==> src/imu_cal_pkg.sv <==
package imu_cal_pkg;

  localparam int RawW     = 16;
  localparam int ScaleW   = 20;
  localparam int OffW     = 20;
  localparam int CoefW    = 16;
  localparam int OutW     = 24;
  localparam int CfgW     = 60;
  localparam int RowW     = 3 * CoefW;
  localparam int IdxW     = 3;
  localparam int NumAxes  = 3;
  localparam int NumChan  = 2 * NumAxes;
  localparam int ProdW    = RawW + ScaleW + 1;
  localparam int RotProdW = CoefW + OutW;
  localparam int SumW     = RotProdW + 2;
  localparam int CalShift = 8;
  localparam int RotShift = 14;

  typedef logic signed [RawW-1:0] raw_t;
  typedef logic signed [OutW-1:0] vec_t;

  typedef enum logic [IdxW-1:0] {
    REG_ACC_SCALE   = 3'd0,
    REG_ACC_BIAS    = 3'd1,
    REG_GYRO_SCALE  = 3'd2,
    REG_GYRO_OFFSET = 3'd3,
    REG_ROT_ROW0    = 3'd4,
    REG_ROT_ROW1    = 3'd5,
    REG_ROT_ROW2    = 3'd6
  } reg_idx_t;

  typedef struct packed {
    logic [CfgW-1:0]   acc_scale;
    logic [CfgW-1:0]   acc_bias;
    logic [ScaleW-1:0] gyro_scale;
    logic [CfgW-1:0]   gyro_offset;
    logic [RowW-1:0]   rot_row0;
    logic [RowW-1:0]   rot_row1;
    logic [RowW-1:0]   rot_row2;
  } cfg_t;

  // per-stage load enables
  typedef struct packed {
    logic mul;
    logic sub;
  } cal_adv_t;

  typedef struct packed {
    logic mul;
    logic sum;
  } rot_adv_t;

  localparam logic signed [SumW-1:0] SatHi = SumW'((2 ** (OutW - 1)) - 1);
  localparam logic signed [SumW-1:0] SatLo = -SatHi - SumW'(1);

  function automatic vec_t sat24(input logic signed [SumW-1:0] x);
    vec_t r;
    if (x > SatHi) r = vec_t'(SatHi);
    else if (x < SatLo) r = vec_t'(SatLo);
    else r = x[OutW-1:0];
    return r;
  endfunction

endpackage

==> src/imu_cal_cfg.sv <==
module imu_cal_cfg (
  input  logic                           clk,
  input  logic                           rst,
  input  logic                           cfg_valid,
  output logic                           cfg_ready,
  input  logic [imu_cal_pkg::IdxW-1:0]   cfg_index,
  input  logic [imu_cal_pkg::CfgW-1:0]   cfg_data,
  output imu_cal_pkg::cfg_t              cfg
);
  import imu_cal_pkg::*;

  assign cfg_ready = 1'b1;

  always_ff @(posedge clk) begin
    if (rst) begin
      cfg.acc_scale   <= '0;
      cfg.acc_bias    <= '0;
      cfg.gyro_scale  <= '0;
      cfg.gyro_offset <= '0;
      cfg.rot_row0    <= RowW'(64'h4000);
      cfg.rot_row1    <= RowW'(64'h4000 << CoefW);
      cfg.rot_row2    <= RowW'(64'h4000 << (2 * CoefW));
    end else if (cfg_valid && cfg_ready) begin
      unique case (reg_idx_t'(cfg_index))
        REG_ACC_SCALE:   cfg.acc_scale   <= cfg_data;
        REG_ACC_BIAS:    cfg.acc_bias    <= cfg_data;
        REG_GYRO_SCALE:  cfg.gyro_scale  <= cfg_data[ScaleW-1:0];
        REG_GYRO_OFFSET: cfg.gyro_offset <= cfg_data;
        REG_ROT_ROW0:    cfg.rot_row0    <= cfg_data[RowW-1:0];
        REG_ROT_ROW1:    cfg.rot_row1    <= cfg_data[RowW-1:0];
        REG_ROT_ROW2:    cfg.rot_row2    <= cfg_data[RowW-1:0];
        default: ;
      endcase
    end
  end

endmodule

==> config.mk <==
export PLATFORM = sky130hd
export DESIGN_NAME = imu_cal_cfg
export DESIGN_NICKNAME = d
export VERILOG_FILES = /design/src/imu_cal_pkg.sv /design/src/imu_cal_cfg.sv
export SDC_FILE = /design/constraint.sdc
export NUM_CORES = 1
export LEC_CHECK = 0
export BUFFER_PORTS_ARGS = -buffer_cell sky130_fd_sc_hd__buf_2
export CORE_ASPECT_RATIO = 1.2
export CORE_UTILIZATION = 30
export DETAILED_ROUTE_END_ITERATION = 8
export GPL_TIMING_DRIVEN = 1
export RECOVER_POWER = 50
export REMOVE_ABC_BUFFERS = 1
export SKIP_CTS_REPAIR_TIMING = 1
export SLEW_MARGIN = 0
export SYNTH_ARGS = -nofsm -noshare
export SYNTH_HDL_FRONTEND = slang
export SYNTH_SLANG_ARGS = --single-unit
==> constraint.sdc <==
create_clock -name clk -period 3.2 [get_ports clk]
set_input_delay 0.32 -clock clk [delete_from_list [all_inputs] [get_ports clk]]
set_output_delay 0.32 -clock clk [all_outputs]
set_load 0.01 [all_outputs]
After elaboration in Yosys (flattened, before gate mapping)
Cells that the tools add are included.
- register bits after elaboration: 344
- output and inout bits: 345
- equal/unequal tests: 6
- reduce and logical (&&, ||, !) cells: 8
- operators by type and width (operator ; count):
    $reduce_and A2 Y1 ; 7
    $eq A3 B3 Y1 const B ; 3
    $eq A3 B2 Y1 const B ; 2
    $eq A3 B1 Y1 const B ; 1
    $logic_not A3 Y1 ; 1

Logic depth before layout (Yosys ltp)
Gate-level depths: netlist of run 1.
- word-level depth: 2
- depth in mapped cells: 6
- gate-level depth less buffers: 2

Worst setup path after synthesis of run 1
Ideal clock, no wire load.
- path type: input to register
- from: input port cfg_index[1] (netlist bit)
- to: register cfg[333] (netlist bit)
- arrival time: 1.353 ns
- data required time: 3.081 ns
- slack: 1.728 ns
- stages on the path: 5
- cell sequence: buf_2 -> or4b_4 -> buf_6 -> buf_8 -> mux2i_1
- word-level cells in the longest chain between the ends: 2
- ends and longest elaborated chain (item ; line ; text):
    start: declaration ; imu_cal_cfg.sv:6 ; input logic [imu_cal_pkg::IdxW-1:0] cfg_index,
    $logic_not A3 Y1 ; imu_cal_cfg.sv:24 ; unique case (reg_idx_t'(cfg_index))
    $reduce_and A2 Y1 (no source line) ; n/a ;
    end: declaration ; imu_cal_cfg.sv:8 ; output imu_cal_pkg::cfg_t cfg
Every way passes these cells.
A chain may end at the register's enable or synchronous reset.

Worst setup path in the final report of run 1
- from: input port cfg_index[1] (netlist bit)
- to: register cfg[147] (netlist bit)
- word-level cells in the longest chain between the ends: 2
- ends and longest elaborated chain (item ; line):
    $eq A3 B2 Y1 ; imu_cal_cfg.sv:24
    $reduce_and A2 Y1 (no source line) ; n/a
Every way passes these cells.

==> flow_results.org, run 1 <==
** Status
- Result of the run :: finished with violations
- Violations in the final reports :: capacitance limit, slew limit

** Clocking
- Clock latency on the worst-skew pair, taken at its later pin, is about 0.53 ns.
- In this run the number of H-tree levels came out at 2.
- Num CTS Buffers :: 38
- Clock root buffer :: sky130_fd_sc_hd__clkbuf_16
- CTS saw between 300 and 400 sinks.
- TritonCTS built the clock tree.
- The clock passes through at most 3 buffers.
- After clock tree synthesis, the clock-pin slew on the worst setup and hold paths is 0.06 ns.

** Floorplanning
- After floorplanning, the core was divided into 84 placement rows.
- Count of boundary I/O pins :: slightly above 400
- The die is roughly 190 um wide.
- The initial utilization of the core area, before any placement, comes to 0.3047.
- Die H :: between 200 and 250 um
- Area of the die :: roughly 45000 um^2
- After floorplanning, the core was sized to cover 43930 um^2.

** Cells and area
- After the last flow step, the layout net total stands at approximately 1600.
- Non-Filler Instances :: 2162
- Leaving out fill and tap cells, the most frequent cell in the layout is sky130_fd_sc_hd__nand2b_1.
- The register with the most flip-flops in the layout has around 340 of them.
- Area growth from synthesis to layout :: 27.80%
- Ant diodes :: 0
- Layout Cell Area excl Fill :: around 17000 um^2
- Highest-count cells in the layout ignoring fill and taps :: 401 x sky130_fd_sc_hd__nand2b_1, 354 x sky130_fd_sc_hd__buf_2, 344 x sky130_fd_sc_hd__mux2i_1, 344 x sky130_fd_sc_hd__dfxtp_1, 78 x sky130_fd_sc_hd__clkbuf_1
- The largest registers in the layout are cfg: 344 flops.
- Counting flops per register, the top entry is cfg.
- In the final layout, the share of cells above drive strength 1 is 0.2639.
- Layout filler cell count :: between 4000 and 5000

** Timing
- Maximum operating frequency :: between 0.4 and 0.5 GHz
- Setup repair after global routing left no endpoint under its margin.
- Slew Limit Headroom :: -0.3277
- Fin Hold WS :: approximately 0.071 ns
- Setup violations remaining at the end of the flow were counted as 0.
- Final-report max-slew violation count :: 70
- Final Cycle Share :: 0.6610
- Counting I/O delays and the setup requirement, the final critical path takes 2.115 ns.
- Actual slew at the worst max-slew pin :: between 1.5 and 2 ns
- Final-report hold violation count :: 0
- Worst Skew :: 0 ns

** Synth
- For this run, the register share of the synthesized area comes to 0.5145.
- Count of state elements after synthesis :: 344
- Post-synthesis average cell area :: between 10 and 15 um^2
- Synthesis produced approximately 1200 cells.
- Synth top area cells :: sky130_fd_sc_hd__dfxtp_1 51%, sky130_fd_sc_hd__mux2i_1 26%, sky130_fd_sc_hd__nand2b_1 19%, sky130_fd_sc_hd__clkbuf_1 1.3%, sky130_fd_sc_hd__buf_2 1.2%
- Of all cell types, the one taking the most synthesized area is sky130_fd_sc_hd__dfxtp_1.
- Portion of synthesized cell area occupied by the leading cell type :: 0.5145
- Post-Syn Area :: about 13000 um^2
- Ys Warns :: 0
- Counting distinct cell types in the post-synthesis netlist gives 15.

** Setup path
- Data on the critical path arrives at its endpoint at 2.45 ns.
- Highest fanout seen on the critical path :: 48
- Reg2reg end :: cfg[46]$_SDFFE_PP1P_
- The startpoint identified for the worst register-to-register timing path is cfg[46]$_SDFFE_PP1P_.
- Type of origin of the critical path :: input pin
- Category of the worst setup path capture point :: flip-flop
- The worst register-to-register path has a depth of 2.
- Worst setup slack for register-to-register paths :: 2.51 ns
- The critical path in this run is classified as input pin to flip-flop.
- Endpoint required time on the critical path :: approximately 3.5 ns

** Detailed routing
- The pre-antenna-repair detailed-routing pass consisted of 4 iterations.
- After detailed routing, the number of vias per cell comes to about 4.4.
- The detail route stage leaves a number of antenna-violating nets equal to 0.
- In the routed design, unresolved DRC markers number 0.
- Total routed wirelength :: ~37000 um
- After the first detailed-routing iteration, the DRC count stood at 301.
- Routed WL per cell :: approximately 17 um
- Total via count after detailed routing :: between 9000 and 10000

** Hold path
- The min-delay analysis places its worst path in the category input pin to flip-flop.
- The worst hold path passes through 3 cells.
- For hold timing, the worst endpoint is cfg[46]$_SDFFE_PP1P_.
- Min-Delay Startpoint :: cfg_data[46]

** Pwr
- Summed over all cells, the static leakage comes to roughly 0.009 uW.
- Power density over the cells :: around 550 nW/um^2
- The worst-case IR drop observed on VDD is between 0.3 and 0.4 mV.

** Global route
- Summed over all layers, the global routing overflow is 0.
- Initial antenna violation count :: 0
- The first global-routing pass estimated roughly 57000 um of wire.
- Via count of the first global-routing pass :: 9541
- Gr usage total :: 0.1584
- Entering global routing, the biggest net connects 118 pins.

** Placed design
- Area after DPL :: 16010 um^2
- Buffers placed on the I/O ports in this run total a little over 400.
- Routability cong. :: roughly 0.74
- Cells after DPL :: between 2000 and 2500
- The wire-length estimate of the detail-placed layout is approximately 25000 um.

** Job
- The tool flagged a number of max-cap violations equal to 2.
logic make-up after synthesis:
| logic type | count (synthesis) | share of synthesized area |
|---|---|---|
| other | 1 | 0.0002802 |
| AND/OR/NAND/NOR | 416 | 0.1960 |
| buffers and inverters | 89 | 0.03197 |
| multiplexers | 344 | 0.2572 |
| flip-flops | 344 | 0.5145 |
cell type report:
cell class	count	area (um^2)	share of cell area
Clock buffer	61	1151	0.06729
Clock inverter	6	87.58	0.005120
Multi-Input combinational cell	761	6105	0.3569
Sequential cell	344	6887	0.4026
Tap cell	559	699.4	0.04089
Timing Repair Buffer	431	2177	0.1273
worst max-delay path by stage:
| stage | from | end | slack (ns) | cells after the start |
|---|---|---|---|---|
| after floorplan | cfg_index[2] | cfg[284]$_SDFFE_PP0P_ | -4.68 | 2 |
| after global placement | cfg_index[2] | cfg[237]$_SDFFE_PP0P_ | 1.20 | 4 |
| after detailed placement | cfg_index[2] | cfg[242]$_SDFFE_PP0P_ | 1.12 | 4 |
| after CTS | cfg_index[2] | cfg[242]$_SDFFE_PP0P_ | 1.75 | 4 |
| after global routing | cfg_index[1] | cfg[167]$_SDFFE_PP0P_ | 0.90 | 4 |
| final | cfg_index[1] | cfg[147]$_SDFFE_PP0P_ | 1.08 | 4 |
Yosys cell counts:
cell type                   instances
sky130_fd_sc_hd__nand2b_1         401
sky130_fd_sc_hd__dfxtp_1          344
sky130_fd_sc_hd__mux2i_1          344
sky130_fd_sc_hd__clkbuf_1          46
sky130_fd_sc_hd__buf_2             33
sky130_fd_sc_hd__buf_4              7
sky130_fd_sc_hd__nor2_1             6
sky130_fd_sc_hd__nand4b_1           3
sky130_fd_sc_hd__nand4bb_1          3
sky130_fd_sc_hd__buf_6              2
sky130_fd_sc_hd__buf_8              1
sky130_fd_sc_hd__conb_1             1
sky130_fd_sc_hd__nor4b_1            1
sky130_fd_sc_hd__nor4bb_1           1
sky130_fd_sc_hd__or4b_4             1
power breakdown:
group | internal [uW] | switching (uW) | total, uW | leakage (uW)
Combinational | 281 | 348 | 630 | 0.00547
Clock | 2620 | 1730 | 4350 | 0.000604
Sequential | 4380 | 47.7 | 4430 | 0.00278
through the flow:
| step | total power [uW] | TNS [ns] | utilization | setup WS, ns |
|---|---|---|---|---|
| 5_1_grt | 9777 | 0 | 0.3894 | 0.8952 |
| 2_1_floorplan | 4876 | -238.86 | - | -4.680 |
| 6_report | 9410 | 0 | 0.3894 | 1.085 |
| 3_3_place_gp | 5156 | 0 | 0.3645 | 1.200 |
| 3_5_place_dp | 5168 | 0 | 0.3645 | 1.125 |
| 4_1_cts | 9577 | 0 | 0.3927 | 1.750 |
worst max-delay path: stages:
cell and delay [ns]:
sky130_fd_sc_hd__clkbuf_1 0.18, sky130_fd_sc_hd__nand4b_1 0.20, sky130_fd_sc_hd__clkbuf_2 1.46, sky130_fd_sc_hd__mux2i_1 0.23
routing by layer:
layer  share of wire  up-vias  GRT usage  routed length (um)
li1                -     4684          -                   -
met1            0.45     4557     0.1975               16460
met2            0.47      267     0.2644               17470
met3           0.060       51    0.04418                2232
met4           0.022        0    0.04872                 808
met5               0        -          0                   0
Power figures use the tool's default switching activity.
==> inputs of run 2 (changes only) <==
==> constraint.sdc (replaced) <==
create_clock -name clk -period 2.15 [get_ports clk]
set_input_delay 0.215 -clock clk [delete_from_list [all_inputs] [get_ports clk]]
set_output_delay 0.215 -clock clk [all_outputs]
set_load 0.01 [all_outputs]
==> run 2 against run 1 <==
  * The flow now finishes without violations
  * Sequential cell count is the same
  * Largest cell class unchanged
  * Total power up 57%
  * Sequential share of layout area fell by 0.75 points
  * Clock skew stayed put
  * Cell area up 1.9%
  * Critical path type unchanged
==> flow_results.org, run 2 (synthesis results as in run 1) <==
** Status
- The run finished with clean final reports.

** Clocking
- TritonCTS built the clock tree.
- Number of buffers between clock root and the deepest sink :: 3
- Maximum level of the CTS H-tree :: 2
- TritonCTS sink count :: ~340
- Num CTS Buffers :: 38
- In this run the clock root is driven by a sky130_fd_sc_hd__clkbuf_16.
- Clock-pin slew was measured on the worst setup and hold paths at 0.06 ns.
- The clock reaches the later pin of the worst-skew pair after around 0.54 ns.

** Floorplanning
- Die H :: around 230 um
- The initial utilization of the core area, before any placement, comes to 0.3047.
- In this run the core area contains between 80 and 90 standard-cell rows.
- Pin placement for this block handled 411 I/O pins.
- Die boundary width :: roughly 190 um
- The die covers 45470 um^2.
- In this run the standard cell core region covers about 44000 um^2.

** Timing
- Setup violations remaining at the end of the flow were counted as 0.
- Subtracting the final worst setup slack from the clock period gives between 1.5 and 2 ns.
- Maximum operating frequency :: between 0.6 and 0.7 GHz
- The hold violation count in the final report was 0.
- In the finished design, the share of the clock period the worst path needs comes to 0.7405.
- Final-report max-slew violation count :: 0
- On the final layout, the worst clock skew is 0 ns.
- Slew Limit Headroom :: 0.06659
- Setup repair after global routing left no endpoint under its margin.
- For the pin with the worst max-slew slack, the measured transition is 1.400 ns.

** Setup path
- Cells on worst reg2reg path :: 2
- For the worst setup path, the data arrival time is 2.03 ns.
- Reg-to-reg critical path startpoint :: cfg[122]$_SDFFE_PP0P_
- On the critical path, the stage with the largest delay is an instance of sky130_fd_sc_hd__clkbuf_2.
- Number of gates on the worst path with buffers counted :: 4
- Sum of buffers and inverters on the critical path :: 2
- On the critical path the largest part of the delay comes from buffers and inverters.
- STA puts the critical path data required time at ~2.6 ns.
- Worst setup slack for register-to-register paths :: approximately 1.5 ns
- Traced cell by cell, the critical path runs through buf_2, nand4bb_1, clkbuf_2, mux2i_1.
- Worst path max stage delay :: between 1 and 1.5 ns
- Timing endpoint of the critical path :: cfg[122]$_SDFFE_PP0P_
- Worst setup path category :: input pin to flip-flop
- STA classifies the critical path endpoint as a flip-flop.
- Highest fanout seen on the critical path :: 28
- Type of origin of the critical path :: input pin
- Reg2reg end :: cfg[122]$_SDFFE_PP0P_
- Timing startpoint of the critical path :: cfg_index[1]

** Global route
- Entering global routing, the biggest net connects 80 pins.
- Wire length of the first global-routing pass :: around 57000 um
- Initial antenna violation count :: 0
- For this run, the total global-route usage over all layers was measured as 0.1607.
- The via count of the first global-routing pass was 9695.
- GRT Residual Overflow :: 0

** Pwr
- Total power of the final layout :: around 15000 uW
- Power density over the cells :: between 800 and 900 nW/um^2
- Leak :: between 0.009 and 0.01 uW
- Worst voltage drop across the vdd grid :: ~0.51 mV

** Cells and area
- The largest registers in the layout are cfg: 344 flops.
- From synthesis to final layout, the design area changed by 30.22%.
- The top cell types in the final layout, fill and taps aside, are 407 x sky130_fd_sc_hd__buf_2, 401 x sky130_fd_sc_hd__nand2b_1, 344 x sky130_fd_sc_hd__mux2i_1, 344 x sky130_fd_sc_hd__dfxtp_1, 41 x sky130_fd_sc_hd__clkbuf_16.
- In the final layout, the share of cells above drive strength 1 is 0.3070.
- Leaving out fill and tap cells, the most frequent cell in the layout is sky130_fd_sc_hd__buf_2.
- cfg holds more flip-flops than any other register.
- Ant diodes :: 0
- Once layout is complete, the utilization of the core stands at 0.3968.
- Largest register FFs :: ~340
- The final layout contains roughly 1600 nets.

** Placed design
- Buffers placed on the I/O ports in this run total 409.
- HPWL Detailed :: approximately 24000 um
- At the end of routability-driven placement, the weighted congestion stood at between 0.7 and 0.8.

** Detailed routing
- In this run, the number of DRC markers left after iteration 0 of detailed routing was ~290.
- Dividing the detail-routed wire length by the instance count gives about 17 um.
- Total routed wirelength :: 37460 um
- Total via count after detailed routing :: 9554
- Via density :: ~4.4
- Remaining design rule violation count :: 0
- Antenna viol nets, final :: 0
- The first TritonRoute pass finished after 5 iterations.

** Hold path
- The path class of the tightest hold or removal check is input pin to flip-flop.

** Job
- The tool flagged a number of max-cap violations equal to 0.
==> run 2: layer usage <==
layer	track usage	vias to the layer above	share of wire
met5	0	-	0
met4	0.05586	0	0.024
li1	-	4702	-
met1	0.1957	4511	0.43
met2	0.2720	290	0.48
met3	0.04404	51	0.064
==> run 2: how the worst min path moves through the flow <==
stage          depth (start not counted)               endpoint                  start
6_report                               3  cfg[200]$_SDFFE_PP0P_           cfg_data[56]
5_1_grt                                3  cfg[280]$_SDFFE_PP0P_           cfg_data[56]
4_1_cts                                3   cfg[78]$_SDFFE_PP1P_           cfg_data[30]
3_5_place_dp                           2  cfg[275]$_SDFFE_PP0P_  cfg[275]$_SDFFE_PP0P_
3_3_place_gp                           2  cfg[299]$_SDFFE_PP0P_  cfg[299]$_SDFFE_PP0P_
2_1_floorplan                          2  cfg[110]$_SDFFE_PP1P_                    rst
==> run 2: final cells by class <==
class,instances,area [um^2]
clock buffers,56,1162
well taps,559,699.4
flip-flops and latches,344,6887
clock inverters,12,237.7
repair buffers,436,2367
multi-input cells,761,6077
fillers,4351,26500
==> run 2: metrics by stage <==
| step | hold slack (ns) | instance area (um^2) | setup WS, ns | setup TNS [ns] | std cells |
|---|---|---|---|---|---|
| after floorplan | 0.3715 | 12960 | -5.625 | -490.05 | 1105 |
| after global placement | 0.4548 | 16130 | 0.6103 | 0 | 2096 |
| after detailed placement | 0.4578 | 16130 | 0.5866 | 0 | 2096 |
| after CTS | -0.08303 | 17530 | 0.8236 | 0 | 2164 |
| after global routing | 0.0004469 | 17430 | 0.4960 | 0 | 2168 |
| final | 0.001024 | 17430 | 0.5580 | 0 | 2168 |
==> run 2: where the power goes <==
group / internal [uW] / switching (uW)
sequential: 6520 / 72.2
clock: 4580 / 2600
combinational: 444 / 521
total: 11500 / 3200
==> run 2: worst register-to-register path, stage by stage (launching register included) <==
cell	delay (ns)
sky130_fd_sc_hd__dfxtp_1	0.34
sky130_fd_sc_hd__nand2b_1	0.07
sky130_fd_sc_hd__mux2i_1	0.17
==> inputs of run 3 (changes only) <==
==> constraint.sdc (replaced) <==
create_clock -name clk -period 1.3 [get_ports clk]
set_input_delay 0.13 -clock clk [delete_from_list [all_inputs] [get_ports clk]]
set_output_delay 0.13 -clock clk [all_outputs]
set_load 0.01 [all_outputs]
==> run 3 against run 2 <==
  * The run now ends with hold timing left
  * Critical path depth shrank 3
  * Routed wire length grew 1.2%
  * Clock power rose by 54%
  * Largest cell class unchanged
  * Highest routed layer unchanged
==> flow_results.org, run 3 (synthesis results as in run 1) <==
** Status
- The flow ran to the end, but the final reports show violations.
- Violations in the final reports :: hold timing

** Cells and area
- The register with the most flip-flops in the final layout is cfg.
- Of the cells placed in the final design, the portion with a size suffix greater than 1 is 0.3106.
- The finished cells cover approximately 18000 um^2.
- Leaving out fill and tap cells, the most frequent cells in the layout are 406 x sky130_fd_sc_hd__buf_2, 401 x sky130_fd_sc_hd__nand2b_1, 344 x sky130_fd_sc_hd__mux2i_1, 344 x sky130_fd_sc_hd__dfxtp_1, 41 x sky130_fd_sc_hd__clkbuf_16.
- Layout filler cell count :: 4409
- The finished layout holds about 2200 standard cells, fillers aside.
- Registers with the most flip-flops :: cfg: 344 flops
- The area growth from synthesis to layout is 32.39%.
- Leaving out fill and tap cells, the most frequent cell in the layout is sky130_fd_sc_hd__buf_2.
- Final net count :: 1695
- The register with the most flip-flops in the layout has 344 of them.
- Ant diodes :: 0

** Global route
- Via count of the first global-routing pass :: ~10000
- Wire length of the first global-routing pass :: roughly 57000 um
- Entering global routing, the biggest net connects 70 pins.
- Gr usage total :: 0.1608
- GRT Residual Overflow :: 0
- The number of antenna violations at the first check in global routing came to 0.

** Setup path
- Category of the worst setup path capture point :: output pin
- Of all nets on the critical path, the largest fanout is 2.
- Worst setup slack for register-to-register paths :: roughly 0.64 ns
- The worst setup path is launched from a flip-flop.
- Cell family with most CP delay :: flip-flops
- Reg2reg end :: cfg[122]$_SDFFE_PP0P_
- The largest single stage delay on the critical path is roughly 0.38 ns.
- Worst setup path category :: flip-flop to output pin
- The largest individual stage delay along the critical path comes from the cell sky130_fd_sc_hd__dfxtp_1.
- Counting both buffers and inverters, the worst setup path holds a total of 1.
- Endpoint required time on the critical path :: between 1 and 1.5 ns
- The worst register-to-register path has a depth of 2.
- The critical path goes through buf_2.
- Reg-to-reg critical path startpoint :: cfg[122]$_SDFFE_PP0P_
- Worst Path Arrival :: 1.07 ns

** Timing
- Setup violation total in the final timing report :: 0
- On the final layout, the worst clock skew is 0 ns.
- Final-report hold violation count :: 7
- RSZ-0062 raised after global routing :: false
- In the finished design, the share of the clock period the worst path needs comes to 0.9240.
- Actual slew at the worst max-slew pin :: approximately 1.0 ns
- Headroom to the max-slew limit came out at 0.3250.
- The final number of max-transition violations was 0.
- Fin Hold WS :: -0.007900 ns
- The routed design could run at a clock period as short as between 1 and 1.5 ns.
- Maximum operating frequency :: between 0.8 and 0.9 GHz

** Pwr
- The worst-case IR drop observed on VDD is 0.7566 mV.
- The analysis attributes to cell leakage a power of 0.009390 uW.
- Dividing total power by cell area gives a power density of about 1300 nW/um^2.
- The completed layout was analyzed and its total power is around 24000 uW.

** Floorplanning
- Initial cell density of the core :: 0.3047
- Number of rows created at floorplan :: 84
- Area of the die :: between 40000 and 50000 um^2
- In this run the standard cell core region covers around 44000 um^2.
- From left edge to right edge, the die measures ~190 um.
- Count of boundary I/O pins :: 411
- The die is between 200 and 250 um tall.

** Detailed routing
- The detailed router finished its first iteration with ~320 violations.
- Total via count after detailed routing :: 9792
- Wires add up to roughly 38000 um.
- Via density :: about 4.4
- In the final routed layout, each cell accounts on average for ~17 um.
- The count of nets left with antenna violations once routing finished came out at 0.
- For this run, design rule violations remaining after detail routing come to 0.
- First drt pass iteration count :: 4

** Placed design
- Once placement completed, the tool counted placed cells totaling 2127.
- Buffers placed on the I/O ports in this run total ~410.
- Area after DPL :: approximately 16000 um^2
- HPWL Detailed :: 26040 um
- Routability cong. :: roughly 0.77

** Clocking
- Clock-pin slew was measured on the worst setup and hold paths at 0.06 ns.
- Number of buffers between clock root and the deepest sink :: 3
- Num CTS Buffers :: 38
- TritonCTS built the clock tree.
- TritonCTS sink count :: between 300 and 400
- The tree is rooted in a sky130_fd_sc_hd__clkbuf_16.
- Maximum level of the CTS H-tree :: 2
- Worst-Skew Late Latency :: ~0.53 ns

** Hold path
- The worst hold path passes through 3 cells.
- The worst hold path terminates at cfg[259]$_SDFFE_PP0P_.
- The worst hold path belongs to the class input pin to flip-flop.
- Min-Delay Startpoint :: cfg_data[35]

** Job
- Total of max-cap violations :: 0
## run 3: cell count changes in the layout (fill, tap and decap cells not counted), sizes merged
cell / before / now
dlygate4sd3: 4 / 21
bufinv: 7 / 2
inv: 0 / 1
clkinv: 4 / 8
clkbuf: 67 / 87
buf: 421 / 433
## run 3: cell type report
type / count / area, um^2 / area share
clock buffers: 57 / 1186 / 0.06694
clock inverters: 12 / 123.9 / 0.006990
multi-input cells: 761 / 6087 / 0.3435
flip-flops and latches: 344 / 6887 / 0.3886
well taps: 559 / 699.4 / 0.03947
repair buffers: 484 / 2738 / 0.1545
## run 3: stage by stage
stage                     setup WS [ns]  utilization  setup TNS, ns
after floorplan                  -6.390            -        -731.40
after global placement        -0.005399       0.3745       -0.03769
after detailed placement       -0.05841       0.3745         -1.028
after CTS                       0.04128       0.4043              0
after global routing            0.04091       0.4034              0
final                           0.09883       0.4034              0
## run 3: metal layers
metal	wire length (um)	global-route usage	up-vias
met5	0	0	-
met4	763	0.04675	0
met3	2213	0.04447	50
met2	18500	0.2748	271
met1	16430	0.1968	4679
li1	-	-	4792
## run 3: worst max-delay path by stage
stage | startpoint | endpoint | slack, ns | depth (start not counted)
after global routing | cfg[54]$_SDFFE_PP0P_ | cfg[54] | 0.04 | 1
after CTS | cfg[331]$_SDFFE_PP0P_ | cfg[331] | 0.04 | 1
after detailed placement | cfg_valid | cfg[343]$_SDFFE_PP0P_ | -0.06 | 5
final | cfg[331]$_SDFFE_PP0P_ | cfg[331] | 0.1 | 1
after global placement | cfg_index[0] | cfg[319]$_SDFFE_PP0P_ | -0.005 | 5
after floorplan | cfg_index[2] | cfg[284]$_SDFFE_PP0P_ | -6.39 | 2
## run 3: where the power goes
part	switching, uW	internal, uW	total, uW
Sequential	118	10800	10900
Clock	4400	6730	11100
Combinational	878	781	1660
Total	5400	18300	23700
